$ cat src/rtl/checksum_filtered_priority_packet_queue_macros.svh
// Assertion macros used by the packet queue output side.
`ifndef CHECKSUM_FILTERED_PRIORITY_PACKET_QUEUE_MACROS_SVH
`define CHECKSUM_FILTERED_PRIORITY_PACKET_QUEUE_MACROS_SVH

// Same-cycle implication, sampled on clk, off while rst_n is low.
`define CFPQ_ASSERT_SAME(lbl, ante, cons, msg) \
    lbl: assert property (@(posedge clk) disable iff (!rst_n) (ante) |-> (cons)) \
        else $error(msg);

// Next-cycle implication, sampled on clk, off while rst_n is low.
`define CFPQ_ASSERT_NEXT(lbl, ante, cons, msg) \
    lbl: assert property (@(posedge clk) disable iff (!rst_n) (ante) |=> (cons)) \
        else $error(msg);

`endif

$ cat src/rtl/cfpq_pkg.sv
// Shared types and codes of the checksum filtered priority packet queue.
package cfpq_pkg;

    typedef enum logic [1:0] {
        CMD_HEADER  = 2'd0,
        CMD_DATA    = 2'd1,
        CMD_TRAILER = 2'd2,
        CMD_POP     = 2'd3
    } cmd_t;

    typedef enum logic [2:0] {
        ST_DATA     = 3'd0,
        ST_ACCEPTED = 3'd1,
        ST_BAD_SUM  = 3'd2,
        ST_BAD_LEN  = 3'd3,
        ST_FULL     = 3'd4,
        ST_EMPTY    = 3'd5
    } status_t;

    // Slot numbers cover the largest supported queue depth (two queues of 256).
    localparam int SLOT_W = 9;

    typedef struct packed {
        logic [31:0] arrival_time;
        logic [7:0]  dest_addr;
        logic [7:0]  src_addr;
        logic [7:0]  priority_level;
        logic [6:0]  payload_length;
    } header_t;

    typedef enum logic {
        JOB_STATUS = 1'b0,
        JOB_STREAM = 1'b1
    } job_kind_t;

    typedef struct packed {
        job_kind_t          kind;
        status_t            status;
        logic [SLOT_W-1:0]  slot;
    } job_t;

    typedef struct packed {
        logic               hdr_we;
        header_t            hdr;
        logic               pay_we;
        logic [7:0]         pay_byte;
        logic [6:0]         pay_idx;
        logic [SLOT_W-1:0]  slot;
    } store_wr_t;

endpackage

$ cat src/rtl/cfpq_jobq.sv
// Small job queue between the ingress side and the output side.
module cfpq_jobq (
    input  logic           clk,
    input  logic           rst_n,
    input  logic           wr_en,
    input  cfpq_pkg::job_t wr_job,
    output logic           q_full,
    output logic           q_valid,
    input  logic           rd_en,
    output cfpq_pkg::job_t rd_job
);
    import cfpq_pkg::*;

    localparam int DEPTH = 4;
    localparam int AW = $clog2(DEPTH);

    job_t          mem_reg [DEPTH];
    logic [AW-1:0] wp_reg, wp_next;
    logic [AW-1:0] rp_reg, rp_next;
    logic [AW:0]   cnt_reg, cnt_next;
    logic          do_wr, do_rd;

    assign q_full  = (cnt_reg == (AW+1)'(DEPTH));
    assign q_valid = (cnt_reg != '0);
    assign rd_job  = mem_reg[rp_reg];
    assign do_wr   = wr_en && !q_full;
    assign do_rd   = rd_en && q_valid;

    always_comb
    begin
        wp_next  = do_wr ? wp_reg + 1'b1 : wp_reg;
        rp_next  = do_rd ? rp_reg + 1'b1 : rp_reg;
        cnt_next = cnt_reg + (AW+1)'(do_wr) - (AW+1)'(do_rd);
    end

    always_ff @(posedge clk)
    begin
        if (do_wr)
            mem_reg[wp_reg] <= wr_job;
    end

    always_ff @(posedge clk or negedge rst_n)
    begin
        if (!rst_n)
        begin
            wp_reg  <= '0;
            rp_reg  <= '0;
            cnt_reg <= '0;
        end
        else
        begin
            wp_reg  <= wp_next;
            rp_reg  <= rp_next;
            cnt_reg <= cnt_next;
        end
    end

endmodule

$ cat config.mk
export PLATFORM = sky130hd
export DESIGN_NAME = cfpq_jobq
export DESIGN_NICKNAME = d
export VERILOG_FILES = /design/src/rtl/checksum_filtered_priority_packet_queue_macros.svh /design/src/rtl/cfpq_pkg.sv /design/src/rtl/cfpq_jobq.sv
export SDC_FILE = /design/constraint.sdc
export NUM_CORES = 1
export LEC_CHECK = 0
export BUFFER_PORTS_ARGS = -buffer_cell sky130_fd_sc_hd__buf_2
export CORE_AREA = 3 3 81 83
export CTS_BUF_LIST = sky130_fd_sc_hd__clkbuf_4 sky130_fd_sc_hd__clkbuf_8
export CTS_CLUSTER_DIAMETER = 120
export DETAILED_ROUTE_END_ITERATION = 10
export DIE_AREA = 0 0 84 86
export GPL_ROUTABILITY_DRIVEN = 0
export MAX_ROUTING_LAYER = met4
export SYNTH_ARGS = -nofsm -noshare
export SYNTH_HDL_FRONTEND = slang
export SYNTH_SLANG_ARGS = --single-unit
$ cat constraint.sdc
create_clock -name clk -period 2.9 [get_ports clk]
set_input_delay 0.58 -clock clk [delete_from_list [all_inputs] [get_ports clk]]
set_output_delay 0.58 -clock clk [all_outputs]
set_load 0.02 [all_outputs]
# --- After elaboration in Yosys (flattened, before gate mapping) ---
# Memory sizes are Yosys's and may differ from the RTL's.
# Index checks and enable logic that the tools add are counted.
totals:
  reg_bits: 7
  mem_bits_rw: 52
  inputBits: 17
  output_inout_bits: 15
  wordCells: 15
  n_memories: 1
op_classes:
  n_addsub: 4
  n_eq_ne: 1
  muxes: 2
  n_reduce_logical: 4
mem_list:
  columns: ["memory", "words", "word_bits", "rd", "rd_clocked_by_memory_dff", "wr", "line_no", "source"]
  rows:
  - ["mem_reg", 4, 13, 1, 0, 1, "cfpq_jobq.sv:17", "job_t mem_reg [DEPTH];"]
ops:
  columns: ["operator", "count"]
  rows:
  - ["$add A2 B1 Y2 const B", 2]
  - ["$add A3 B1 Y3", 1]
  - ["$eq A3 B3 Y1 const B", 1]
  - ["$reduce_bool A3 Y1", 1]
  - ["$sub A3 B1 Y3", 1]
  - ["$logic_and A1 B1 Y1", 2]
  - ["$mux W1", 2]
  - ["$logic_not A1 Y1", 1]

# --- Longest topological paths before layout ---
depth:
  ltp_word: 5
  mapped_depth: 9
  depth_no_buf: 9

# --- Worst setup path before layout ---
# Ideal clock, no wire load.
synth_path:
  path_type: "register to register"
  startpoint: "register cnt_reg[1]"
  endpoint: "register cnt_reg[2]"
  setup_time_ns: 0.128
  arrival_ns: 2.000
  required_time_ns: 2.772
  setup_slack_ns: 0.772
  stages_incl_launch_ff: 10
  n_path_buf: 0
  period_less_slack_ns: 2.128
  cell_sequence: "dfrtp_1 or3b_4 nand2_1 ha_1 inv_1 ha_1 inv_1 fa_1 xnor2_1 xnor2_1"
synth_via:
  elab_chain_len: 5
  word_cells_on_any_way: 7
synth_rtl:
  columns: ["element", "line_no", "source"]
  rows:
  - ["start, declared", "cfpq_jobq.sv:20", "logic [AW:0] cnt_reg, cnt_next;"]
  - ["start signal, assigned", "cfpq_jobq.sv:54", "cnt_reg <= cnt_next;"]
  - ["$eq A3 B3 Y1", "cfpq_jobq.sv:23", "assign q_full = (cnt_reg == (AW+1)'(DEPTH));"]
  - ["$logic_not A1 Y1", "cfpq_jobq.sv:26", "assign do_wr = wr_en && !q_full;"]
  - ["$logic_and A1 B1 Y1", "cfpq_jobq.sv:26", null]
  - ["$add A3 B1 Y3", "cfpq_jobq.sv:33", "cnt_next = cnt_reg + (AW+1)'(do_wr) - (AW+1)'(do_rd);"]
  - ["$sub A3 B1 Y3 *", "cfpq_jobq.sv:33", null]
  - ["via cnt_next[2]", "cfpq_jobq.sv:20", null]
# The timed path passes the listed nets; every way through them passes the cells marked *.
# A chain may end at the register's enable or synchronous reset.

==> results.cfg <==
[outcome]
status = finished, final reports clean

[cells_and_area]
largest_reg_flops = 52
nets = 173
filler_cell_count = 517
layout-drive-gt1-share = 0.370
stdcell_count = 229
final_util = 0.470
syn2layout_area_growth_pct = 17.8
fin_area_mm2 = 0.00278
diodes = 0

[floorplanning]
dieArea_mm2 = 0.00722
die_h_um = 86
start_util = 0.399
ios = 32
num_rows = 28
core_mm2 = 0.00592
die_w_um = 84

[logic_synthesis]
yosysWarnings = 0
syn_area_mm2 = 0.00236
ys_top_cells_by_area = edfxtp_1 66%, mux4_2 7.6%, dfrtp_1 7.4%, mux4_1 5.6%, ha_1 3.2%
ys_seq_elements = 59
synth-edff-count = 52
syn-mean-instance-area_um2 = 21.7
synth_cell_type_count = 22
ys_top_cells_by_count = 52 x edfxtp_1, 8 x mux4_2, 7 x dfrtp_1
yosysTopAreaCellShare = 0.661
yosysMostFrequentCell = edfxtp_1
yosysSeqAreaShare = 0.736
synthArstFlopShare = 0.119
netlist_instances = 109
synth_area_leader_cell = edfxtp_1
synth_nets = 133
synthFlopType = edfxtp_1

[clocking]
cts_max_path_buffers = 2
cts_tree = built
numCtsBuffers = 9
cts_resized = 0
cts_root_buf = clkbuf_8
clkSinkCount = 59
cts_hold_buf = 0
htreeDepth = 3
clock_latency_ps = 320
clkSlewWorstSetupHoldPaths_ps = 60
postCtsSetupBuffers = 0

[hold_path]
worstHoldPathType = primary input to asynchronous set/reset pin

[detailed_routing]
drtPass1Iterations = 4
route.final.wire_length_um = 3990
drt-initial-drc-count = 103
vias = 1147
wl_per_cell_um = 17.4
viasPerCell = 5.01
drc = 0
ant_nets = 0

[worst_setup_path]
max_stage_delay_ps = 620
crit_start = rp_reg[0]
cp_cell_sequence = buf_12 -> mux4_1 -> buf_2
cp-endpoint = rd_job[2]
slowest_stage = dfrtp_1
endpoint_kind = primary output
cp.arrival_ps = 1900
critPathTopFamily = flip-flops
rrSetupSlack_ps = 580
cp.required_ps = 2320
worstSetupPathType = register to primary output
r2r_start = cnt_reg[1]
crit_cells = 3
rr_worst_depth = 9
reg2reg_to = cnt_reg[2]
path_max_fanout = 9
startpoint_type = register
worst-path-buf-inv = 2

[global_routing]
antenna_found_initial = 0
grt_pass1_vias = 1275
grt_pass1_wl_um = 6580
grt_max_degree = 15
grt_usage = 0.129
grt.overflow.total = 0

[power]
power_mw = 2.91
ir_drop_uv = 370
power_density_mw_per_mm2 = 1050
total_leakage_power_nw = 1.03

[placed_design]
port_buffers = 31
dpl_cell_area_mm2 = 0.00259
post-place-cells = 213
post-dp-hpwl_um = 2580

[timing]
rsz0062_at_grt = false
post-route-min-period_ps = 2480
hold_viol_final = 0
setup_tns_ps = 0
setup_viol = 0
relSlewSlack = 0.510
fin_skew_ps = 5.04
fmax_mhz = 404
max_slew.worst_pin.slew_ps = 736
min_period_over_period = 0.854
slew_viol_final = 0

[flow_run]
maxCapViolations = 0
## kinds of logic after synthesis
group / count (synthesis) / synth area share
flip-flops: 59 / 0.736
multiplexers: 13 / 0.132
AND/OR/NAND/NOR: 13 / 0.0387
buffers and inverters: 9 / 0.0249
adder cells (fa/ha/maj): 7 / 0.0403
AO/OA/AOI/OAI: 4 / 0.0138
XOR/XNOR: 4 / 0.0148
## area by class of cell
type                    count  area [um^2]  area share
flip-flops and latches     59         1740       0.624
multi-input cells          41          566       0.203
repair buffers             32          175      0.0630
clock buffers              10          131      0.0472
well taps                  75         93.8      0.0337
clock inverters             6         56.3      0.0202
inverters                   6         22.5     0.00810
## worst min-delay path by stage
stage          slack (ps)         end
2_1_floorplan         280  cnt_reg[0]
3_3_place_gp          420   wp_reg[0]
3_5_place_dp          430   wp_reg[0]
4_1_cts                70   wp_reg[0]
5_1_grt                80  cnt_reg[0]
6_report               80  cnt_reg[1]
## metal layers
layer,part of all wire,wire (um),vias to the layer above,global-route usage
met5,0,0,-,-
met4,0.023,93,0,0.0877
met3,0.038,151,7,0.0346
met2,0.50,1980,28,0.202
met1,0.44,1760,589,0.144
li1,-,-,523,-
## worst reg2reg max path, stage by stage, from the launching register on
cell and delay (ps):
dfrtp_1 480, or3b_4 470, nand2_1 100, ha_1 230
inv_1 60, ha_1 130, inv_1 50, fa_1 400
xnor2_1 150, xnor2_1 130
## through the flow
step                      hold slack (ps)  setup slack [ps]
final                                82.3               423
after global routing                 82.4               270
after CTS                            68.5               339
after detailed placement              426               615
after global placement                422               727
after floorplan                       284               772
## placed cells by master, fill, tap and decap left out, types with 3 or more instances in the layout
master | Yosys | final
and3_1 | 4 | 4
ha_1 | 6 | 6
edfxtp_1 | 52 | 52
mux4_1 | 5 | 5
inv_1 | 5 | 5
dfrtp_1 | 7 | 7
clkinv_2 | 0 | 3
mux4_2 | 8 | 8
nand2b_1 | 3 | 3
clkbuf_8 | 0 | 9
buf_2 | 1 | 31
xnor2_1 | 3 | 3
## power by group
part | switching (mW) | internal (mW) | leakage [nW]
Sequential | 0.165 | 1.14 | 0.559
Clock | 0.300 | 0.398 | 0.0969
Combinational | 0.483 | 0.428 | 0.379
Total | 0.948 | 1.97 | 1.03
Note: power is estimated with default switching activity, not from simulation.
