**src/rtl/checksum_filtered_priority_packet_queue_macros.svh**
```systemverilog
// Assertion macros used by the packet queue output side.
`ifndef CHECKSUM_FILTERED_PRIORITY_PACKET_QUEUE_MACROS_SVH
`define CHECKSUM_FILTERED_PRIORITY_PACKET_QUEUE_MACROS_SVH

// Same-cycle implication, sampled on clk, off while rst_n is low.
`define CFPQ_ASSERT_SAME(lbl, ante, cons, msg) \
    lbl: assert property (@(posedge clk) disable iff (!rst_n) (ante) |-> (cons)) \
        else $error(msg);

// Next-cycle implication, sampled on clk, off while rst_n is low.
`define CFPQ_ASSERT_NEXT(lbl, ante, cons, msg) \
    lbl: assert property (@(posedge clk) disable iff (!rst_n) (ante) |=> (cons)) \
        else $error(msg);

`endif

```
**src/rtl/cfpq_pkg.sv**
```systemverilog
// Shared types and codes of the checksum filtered priority packet queue.
package cfpq_pkg;

    typedef enum logic [1:0] {
        CMD_HEADER  = 2'd0,
        CMD_DATA    = 2'd1,
        CMD_TRAILER = 2'd2,
        CMD_POP     = 2'd3
    } cmd_t;

    typedef enum logic [2:0] {
        ST_DATA     = 3'd0,
        ST_ACCEPTED = 3'd1,
        ST_BAD_SUM  = 3'd2,
        ST_BAD_LEN  = 3'd3,
        ST_FULL     = 3'd4,
        ST_EMPTY    = 3'd5
    } status_t;

    // Slot numbers cover the largest supported queue depth (two queues of 256).
    localparam int SLOT_W = 9;

    typedef struct packed {
        logic [31:0] arrival_time;
        logic [7:0]  dest_addr;
        logic [7:0]  src_addr;
        logic [7:0]  priority_level;
        logic [6:0]  payload_length;
    } header_t;

    typedef enum logic {
        JOB_STATUS = 1'b0,
        JOB_STREAM = 1'b1
    } job_kind_t;

    typedef struct packed {
        job_kind_t          kind;
        status_t            status;
        logic [SLOT_W-1:0]  slot;
    } job_t;

    typedef struct packed {
        logic               hdr_we;
        header_t            hdr;
        logic               pay_we;
        logic [7:0]         pay_byte;
        logic [6:0]         pay_idx;
        logic [SLOT_W-1:0]  slot;
    } store_wr_t;

endpackage

```
**src/rtl/cfpq_front.sv**
```systemverilog
// Ingress side: packet assembly, checksum, queue bookkeeping and job issue.
module cfpq_front #(
    parameter int QUEUE_DEPTH = 16,
    parameter int MAX_PAYLOAD = 64
) (
    input  logic                clk,
    input  logic                rst_n,
    input  logic                push,
    output logic                full,
    input  logic [1:0]          command,
    input  logic [31:0]         arrival_time,
    input  logic [7:0]          dest_addr,
    input  logic [7:0]          src_addr,
    input  logic [7:0]          priority_level,
    input  logic [6:0]          payload_length,
    input  logic [7:0]          payload_byte,
    input  logic [7:0]          check_byte,
    input  logic                pop_queue,
    input  logic                reads_pending,
    input  logic                job_full,
    output logic                job_push,
    output cfpq_pkg::job_t      job,
    output cfpq_pkg::store_wr_t wr
);
    import cfpq_pkg::*;

    localparam int IW = $clog2(QUEUE_DEPTH);
    localparam int OW = $clog2(QUEUE_DEPTH + 1);
    localparam logic [OW-1:0] DEPTH_O = OW'(QUEUE_DEPTH);
    localparam logic [IW-1:0] LAST_I = IW'(QUEUE_DEPTH - 1);
    localparam logic [SLOT_W-1:0] DEPTH_S = SLOT_W'(QUEUE_DEPTH);
    localparam logic [6:0] MAXP = 7'(MAX_PAYLOAD);

    logic          open_reg, open_next;
    logic          tq_reg, tq_next;
    logic          drop_reg, drop_next;
    logic [7:0]    xor_reg, xor_next;
    logic [6:0]    cnt_reg, cnt_next;
    logic [6:0]    len_reg, len_next;
    logic [IW-1:0] head_reg [2];
    logic [IW-1:0] head_next [2];
    logic [IW-1:0] tail_reg [2];
    logic [IW-1:0] tail_next [2];
    logic [OW-1:0] occ_reg [2];
    logic [OW-1:0] occ_next [2];

    cmd_t cmd;
    logic acc;
    logic hq;

    function automatic logic [SLOT_W-1:0] slot_of(input logic q, input logic [IW-1:0] idx);
        logic [SLOT_W-1:0] base;
        base = q ? DEPTH_S : '0;
        return base + SLOT_W'(idx);
    endfunction

    function automatic logic [IW-1:0] nxt(input logic [IW-1:0] idx);
        return (idx == LAST_I) ? '0 : idx + 1'b1;
    endfunction

    assign cmd = cmd_t'(command);
    assign hq  = (priority_level != 8'd0);

    // A header may reuse a slot that an issued pop is still reading, so it
    // waits until the back end has drained every read.
    always_comb
    begin
        case (cmd)
            CMD_HEADER:  full = reads_pending;
            CMD_TRAILER: full = job_full;
            CMD_POP:     full = job_full;
            default:     full = 1'b0;
        endcase
    end

    assign acc = push && !full;

    always_comb
    begin
        open_next = open_reg;
        tq_next   = tq_reg;
        drop_next = drop_reg;
        xor_next  = xor_reg;
        cnt_next  = cnt_reg;
        len_next  = len_reg;
        head_next = head_reg;
        tail_next = tail_reg;
        occ_next  = occ_reg;
        job_push  = 1'b0;
        job       = '{kind: JOB_STATUS, status: ST_EMPTY, slot: '0};
        wr        = '0;
        wr.hdr    = '{arrival_time, dest_addr, src_addr, priority_level, payload_length};
        wr.pay_byte = payload_byte;
        wr.pay_idx  = cnt_reg;
        wr.slot     = slot_of(tq_reg, tail_reg[tq_reg]);
        if (acc)
        begin
            case (cmd)
                CMD_HEADER:
                begin
                    open_next = 1'b1;
                    tq_next   = hq;
                    cnt_next  = '0;
                    len_next  = payload_length;
                    xor_next  = dest_addr ^ src_addr ^ priority_level ^ {1'b0, payload_length};
                    drop_next = (occ_reg[hq] >= DEPTH_O);
                    wr.slot   = slot_of(hq, tail_reg[hq]);
                    wr.hdr_we = !drop_next;
                end
                CMD_DATA:
                begin
                    if (open_reg)
                    begin
                        xor_next  = xor_reg ^ payload_byte;
                        wr.pay_we = !drop_reg && (cnt_reg < MAXP);
                        if (cnt_reg != 7'd127)
                            cnt_next = cnt_reg + 7'd1;
                    end
                end
                CMD_TRAILER:
                begin
                    if (open_reg)
                    begin
                        open_next = 1'b0;
                        job_push  = 1'b1;
                        if (xor_reg != check_byte)
                            job.status = ST_BAD_SUM;
                        else if (drop_reg)
                            job.status = ST_FULL;
                        else if (len_reg > MAXP || len_reg != cnt_reg)
                            job.status = ST_BAD_LEN;
                        else
                        begin
                            job.status = ST_ACCEPTED;
                            tail_next[tq_reg] = nxt(tail_reg[tq_reg]);
                            occ_next[tq_reg]  = occ_reg[tq_reg] + 1'b1;
                        end
                    end
                end
                default:
                begin
                    job_push = 1'b1;
                    if (occ_reg[pop_queue] != '0)
                    begin
                        job.kind = JOB_STREAM;
                        job.status = ST_DATA;
                        job.slot = slot_of(pop_queue, head_reg[pop_queue]);
                        head_next[pop_queue] = nxt(head_reg[pop_queue]);
                        occ_next[pop_queue]  = occ_reg[pop_queue] - 1'b1;
                    end
                end
            endcase
        end
    end

    always_ff @(posedge clk or negedge rst_n)
    begin
        if (!rst_n)
        begin
            open_reg <= 1'b0;
            tq_reg   <= 1'b0;
            drop_reg <= 1'b0;
            xor_reg  <= '0;
            cnt_reg  <= '0;
            len_reg  <= '0;
            head_reg <= '{default: '0};
            tail_reg <= '{default: '0};
            occ_reg  <= '{default: '0};
        end
        else
        begin
            open_reg <= open_next;
            tq_reg   <= tq_next;
            drop_reg <= drop_next;
            xor_reg  <= xor_next;
            cnt_reg  <= cnt_next;
            len_reg  <= len_next;
            head_reg <= head_next;
            tail_reg <= tail_next;
            occ_reg  <= occ_next;
        end
    end

endmodule

```
**config.mk**
```make
export PLATFORM = sky130hd
export DESIGN_NAME = cfpq_front
export DESIGN_NICKNAME = d
export VERILOG_FILES = /design/src/rtl/checksum_filtered_priority_packet_queue_macros.svh /design/src/rtl/cfpq_pkg.sv /design/src/rtl/cfpq_front.sv
export SDC_FILE = /design/constraint.sdc
export NUM_CORES = 1
export LEC_CHECK = 0
export ABC_AREA = 1
export ABC_CLOCK_PERIOD_IN_PS = 3100
export BUFFER_PORTS_ARGS = -buffer_cell sky130_fd_sc_hd__clkbuf_2
export CORE_UTILIZATION = 40
export DETAILED_ROUTE_END_ITERATION = 10
export HOLD_SLACK_MARGIN = 0.06
export PLACE_DENSITY = 0.74
export SYNTH_ARGS = -nofsm -noshare
export SYNTH_HDL_FRONTEND = slang
export SYNTH_SLANG_ARGS = --single-unit
```
**constraint.sdc**
```tcl
create_clock -name clk -period 3.1 [get_ports clk]
set_clock_uncertainty 0.1 [all_clocks]
set_input_delay 0.62 -clock clk [delete_from_list [all_inputs] [get_ports clk]]
set_output_delay 0.62 -clock clk [all_outputs]
set_load 0.03 [all_outputs]
```
## Yosys cells after proc, flatten, opt, wreduce, memory -nomap -nowiden

Index checks and enable logic that the tools add are counted.

- Register bits: 51
- Input port bits: 87
- Word-level logic and storage cells: 145
- Output and inout bits: 104

- $lt $le $gt $ge: 8
- Mux-type cells: 67
- Reductions and logical operators: 24
- Add/subtract/negate cells: 8
- Equality and inequality tests: 14
- Bitwise logic cells: 12

Operators with widths:

| operator | count |
|---|---|
| $mux 5 | 14 |
| $mux 4 | 13 |
| $mux 10 | 5 |
| $mux 13 | 2 |
| $xor 8x8->8 | 3 |
| $bwmux 10 | 2 |
| $pmux 10 s2 | 1 |
| $add 5x4->6 | 3 |
| $bwmux 8 | 2 |
| $pmux 8 s2 | 1 |
| $mux 7 | 2 |
| $pmux 7 s2 | 1 |
| $mux 6 | 2 |
| $ne 2x2->1 const B | 6 |
| $demux 5 s1 | 2 |
| $mux 3 | 3 |
| $mux 9 | 1 |
| $add 4x1->4 const B | 2 |
| $demux 4 s1 | 2 |
| $eq 4x4->1 const B | 2 |
| $mux 1 | 8 |
| $mux 8 | 1 |
| $ne 8x8->1 | 1 |
| $reduce_bool 8->1 | 1 |
| 31 further kinds | 53 |

## Depth between registers and ports, before layout

- Depth in word-level cells: 11
- Mapped depth: 12
- Mapped depth without buffers: 12

## Least setup slack after synthesis

Ideal clock, no wire load.

- Path kind: input to output
- Start point: input pop_queue
- End point: output job[11] (netlist bit)
- Setup slack: 176 ps
- Stages on the path: 9
- Data required time: 2380 ps
- Data arrival time: 2204 ps
- Buffers on the path: 3
- Cell sequence: buf_4 -> buf_2 -> o21ai_0 -> ha_1 -> nand3_1 -> o21ai_1 -> inv_2 -> buf_6 -> o31ai_1

RTL lines:

| element | line | source |
|---|---|---|
| start: declaration | cfpq_front.sv:18 | `input logic pop_queue,` |
| end: declaration | cfpq_front.sv:22 | `output cfpq_pkg::job_t job,` |

==> summary.txt <==
Run status
  – Outcome: finished clean

Timing
  – Final Slew Violations: 0
  – Final Hold Fails: 0
  – Fin crit share: roughly 92%
  – Fin crit period: approximately 2.9 ns
  – RSZ-0062 raised after global routing: false
  – Worst setup margin: roughly 0.24 ns
  – Slew HR: 59.6%
  – # setup viols final: 0
  – Setup tns final: 0 ns
  – Final hold slack: 0.180 ns
  – Max frequency: between 300 and 400 MHz
  – Worst Tran Pin Value: 0.600 ns

Placed design
  – Pre-CTS setup slack: 0.248 ns
  – IO buf count: 118
  – Final Wtd Congestion: about 0.94
  – HPWL after DPL: 7.78 mm
  – Total placed instance area: 4530 sq um

Route
  – Drt initial violations: 152
  – ANT nets after route: 0
  – Routed WL per cell: around 12 um
  – Number of detailed-route iterations in the first pass: 4
  – DRC Markers: 0
  – Wire length on met1: roughly 4.5 mm
  – WL met3: 585 um
  – Highest metal used: met4
  – Vias/cell: roughly 4.7
  – DR vias: between 3000 and 4000
  – Routed WL: ~9.7 mm
  – Met2 Wirelength: 4.45 mm

Yosys
  – Largest family of logic cells by synthesized area: simple AND/OR/NAND/NOR gates
  – Area contributors post-synth: dfrtp_1 (30%), nand2_1 (15%), buf_4 (14%)
  – Seq/Total Area, Yosys: between 20% and 30%
  – Fraction of registers with async set/reset: 100%
  – Top_reg_cell synth: dfrtp_1
  – Yosys warning count: 0
  – Mux cell area share after synthesis: less than 1%
  – Adder-Cell Fraction of Synth Area: 1.74%
  – Synth Instances: slightly below 600
  – Mapped Area: 4320 sq um
  – Post-Synth Simple-Gate Area: approximately 29%
  – Synth Area in Compound Gates: 9.44%
  – Cell variety after synth: 40
  – Avg Inst Size Synth: 7.28 sq um
  – Synth Area in XOR/XNOR: 9.32%
  – Most common cell in the netlist: nand2_1
  – Yosys reg bits: 51
  – Top cells by count, synth: nand2_1 (172), buf_4 (81), dfrtp_1 (51)
  – Cell taking the most area after synthesis: dfrtp_1
  – EDFF count, synth: 0
  – Top cell type's share of synthesized area: 29.5%

Cells and area
  – Layout cells sized above 1: 26.5%
  – Design area: 4630 sq um
  – Fillers: 1098
  – Area grow syn2layout: 7.15%
  – Antenna cells: 0
  – Nets: about 740
  – Max FFs per register: 10

Setup path
  – R2R Path Start: xor_reg[1]
  – Critical setup path kind: input pin to primary output
  – Worst-path fanout max: 15
  – Critical R2R Capture: occ_reg[4]
  – CP Capture Point: wr[2]
  – WP data required: 2.38 ns
  – R2R depth: 12
  – Startpoint types: input pin
  – Origin of the worst setup path: command[1]
  – CP endpoint kind: primary output
  – Arrival @ worst endpoint: between 2 and 2.5 ns
  – Flop-to-flop setup slack: 0.96 ns

Global route
  – Initial antenna violation count: 0
  – First-pass GRT wire length: roughly 16 mm
  – Global route overflow: 0
  – Largest net degree at the start of global routing: 22
  – Tot GR Track Use: 17.7%
  – Number of global-route vias before repair: 3344

Clocking
  – Setup Fix Bufs, Post-CTS: 0
  – Root Driver: clkbuf_8
  – Post-CTS Resized: 0
  – Worst-case clock buffer depth: 2
  – Sinks on the clock net: 51
  – Num CTS Buffers: 5
  – Hold_buf cts: 0
  – Max H-tree Level: 2
  – CTS tree: done
  – Clock Pin Slew Worst Setup and Hold Paths: about 0.1 ns
  – Worst-skew pair later-pin latency: ~0.30 ns

Hold path
  – Min-delay worst type: input pin to asynchronous set/reset pin

Pwr
  – Switch Pwr: around 0.0011 W
  – Pwr dens: around 540 nW/um^2
  – Clock share of power: 16.8%
  – Switching share of power: 42.8%
  – Worst-case vdd ir drop: 0.000230 V
  – Pint: 0.00144 W
  – Leakage: 2.41 nW
  – Total power draw: 0.00252 W
  – Part of the power in combinational logic: 44.5%
  – Sequential Power Share: 38.6%

Floorplan
  – Die span in y: about 110 um
  – DIE AREA: 11200 sq um
  – Core ar.: 10400 sq um
  – Initial Utilization: 41.5%
  – Row count: 37
  – IO Pins: 191
  – Die Wd: ~110 um

Run
  – MaxCap Viol Count: 0
## layout by cell type (no fill, tap or decap), types with 2 or more instances in the layout
cell type  instances
nand3_1           19
conb_1             8
or2_2              2
and2_1             2
xnor2_1           30
dfrtp_1           51
nor2_2             2
buf_4             11
nand3_2            5
o21ai_1            9
o21ai_2            6
clkbuf_8           7
nor2_4             5
nand4_1           20
a21oi_1            5
nand2_2            2
nor3_1             3
xor2_1            16
ha_1               6
mux2i_1            3
inv_1             49
clkbuf_2         118
o21ai_0           39
nand2_1          172
o31ai_1            3
a31oi_1            5
inv_2              7
nor2_1            31
## kinds of logic after synthesis
logic type / count (synthesis)
simple gates: 269
buf+inv: 148
compound gates: 70
flops: 51
xor+xnor: 46
fa+ha+maj: 6
mux: 3
other cells: 1
## worst max-delay path, cell delays in order
cell      delay [ns]
clkbuf_2        0.14
nor2_2          0.18
nand2_2         0.09
nand3_4         0.10
inv_4           0.06
nand2_1         0.38
inv_2           0.12
o21ai_1         0.20
clkbuf_2        0.24
## metrics by stage
step	utilization, %	std cells
final	44.5	785
after global routing	44.5	785
after CTS	44.5	785
after detailed placement	43.5	777
after global placement	43.5	777
after floorplan	-	601
## final cells by class
cell class	instances	area, sq um	share of cell area [%]
well taps	136	170	3.67
multi-input cells	402	2180	47.1
clock buffers	8	100	2.16
flip-flops and latches	51	1280	27.6
inverters	59	229	4.94
repair buffers	129	673	14.5
## power groups by stage
stage / sequential (W) / combinational (W) / clock, W
global placement: 0.000983 / 0.00111 / 0
detailed placement: 0.000986 / 0.00112 / 0
global route: 0.000999 / 0.00128 / 0.000467
CTS: 0.000972 / 0.00112 / 0.000436
floorplan: 0.000960 / 0.000952 / 0
finish: 0.000974 / 0.00112 / 0.000424
## worst min-delay path by stage
stage | start | to | slack (ns) | cells past startpoint
2_1_floorplan | rst_n | cnt_reg[0] | 0.22 | 0
3_3_place_gp | tail_reg[2] | tail_reg[2] | 0.35 | 2
3_5_place_dp | head_reg[6] | head_reg[6] | 0.36 | 2
4_1_cts | rst_n | occ_reg[5] | 0.20 | 1
5_1_grt | rst_n | head_reg[0] | 0.22 | 1
6_report | rst_n | occ_reg[0] | 0.18 | 1
## metal layers
layer	vias up	GRT usage, %
met1	1652	23.8
met4	0	3.67
li1	1920	-
met2	114	29.3
met3	10	3.62
met5	-	0
(Power assumes the default switching activity.)
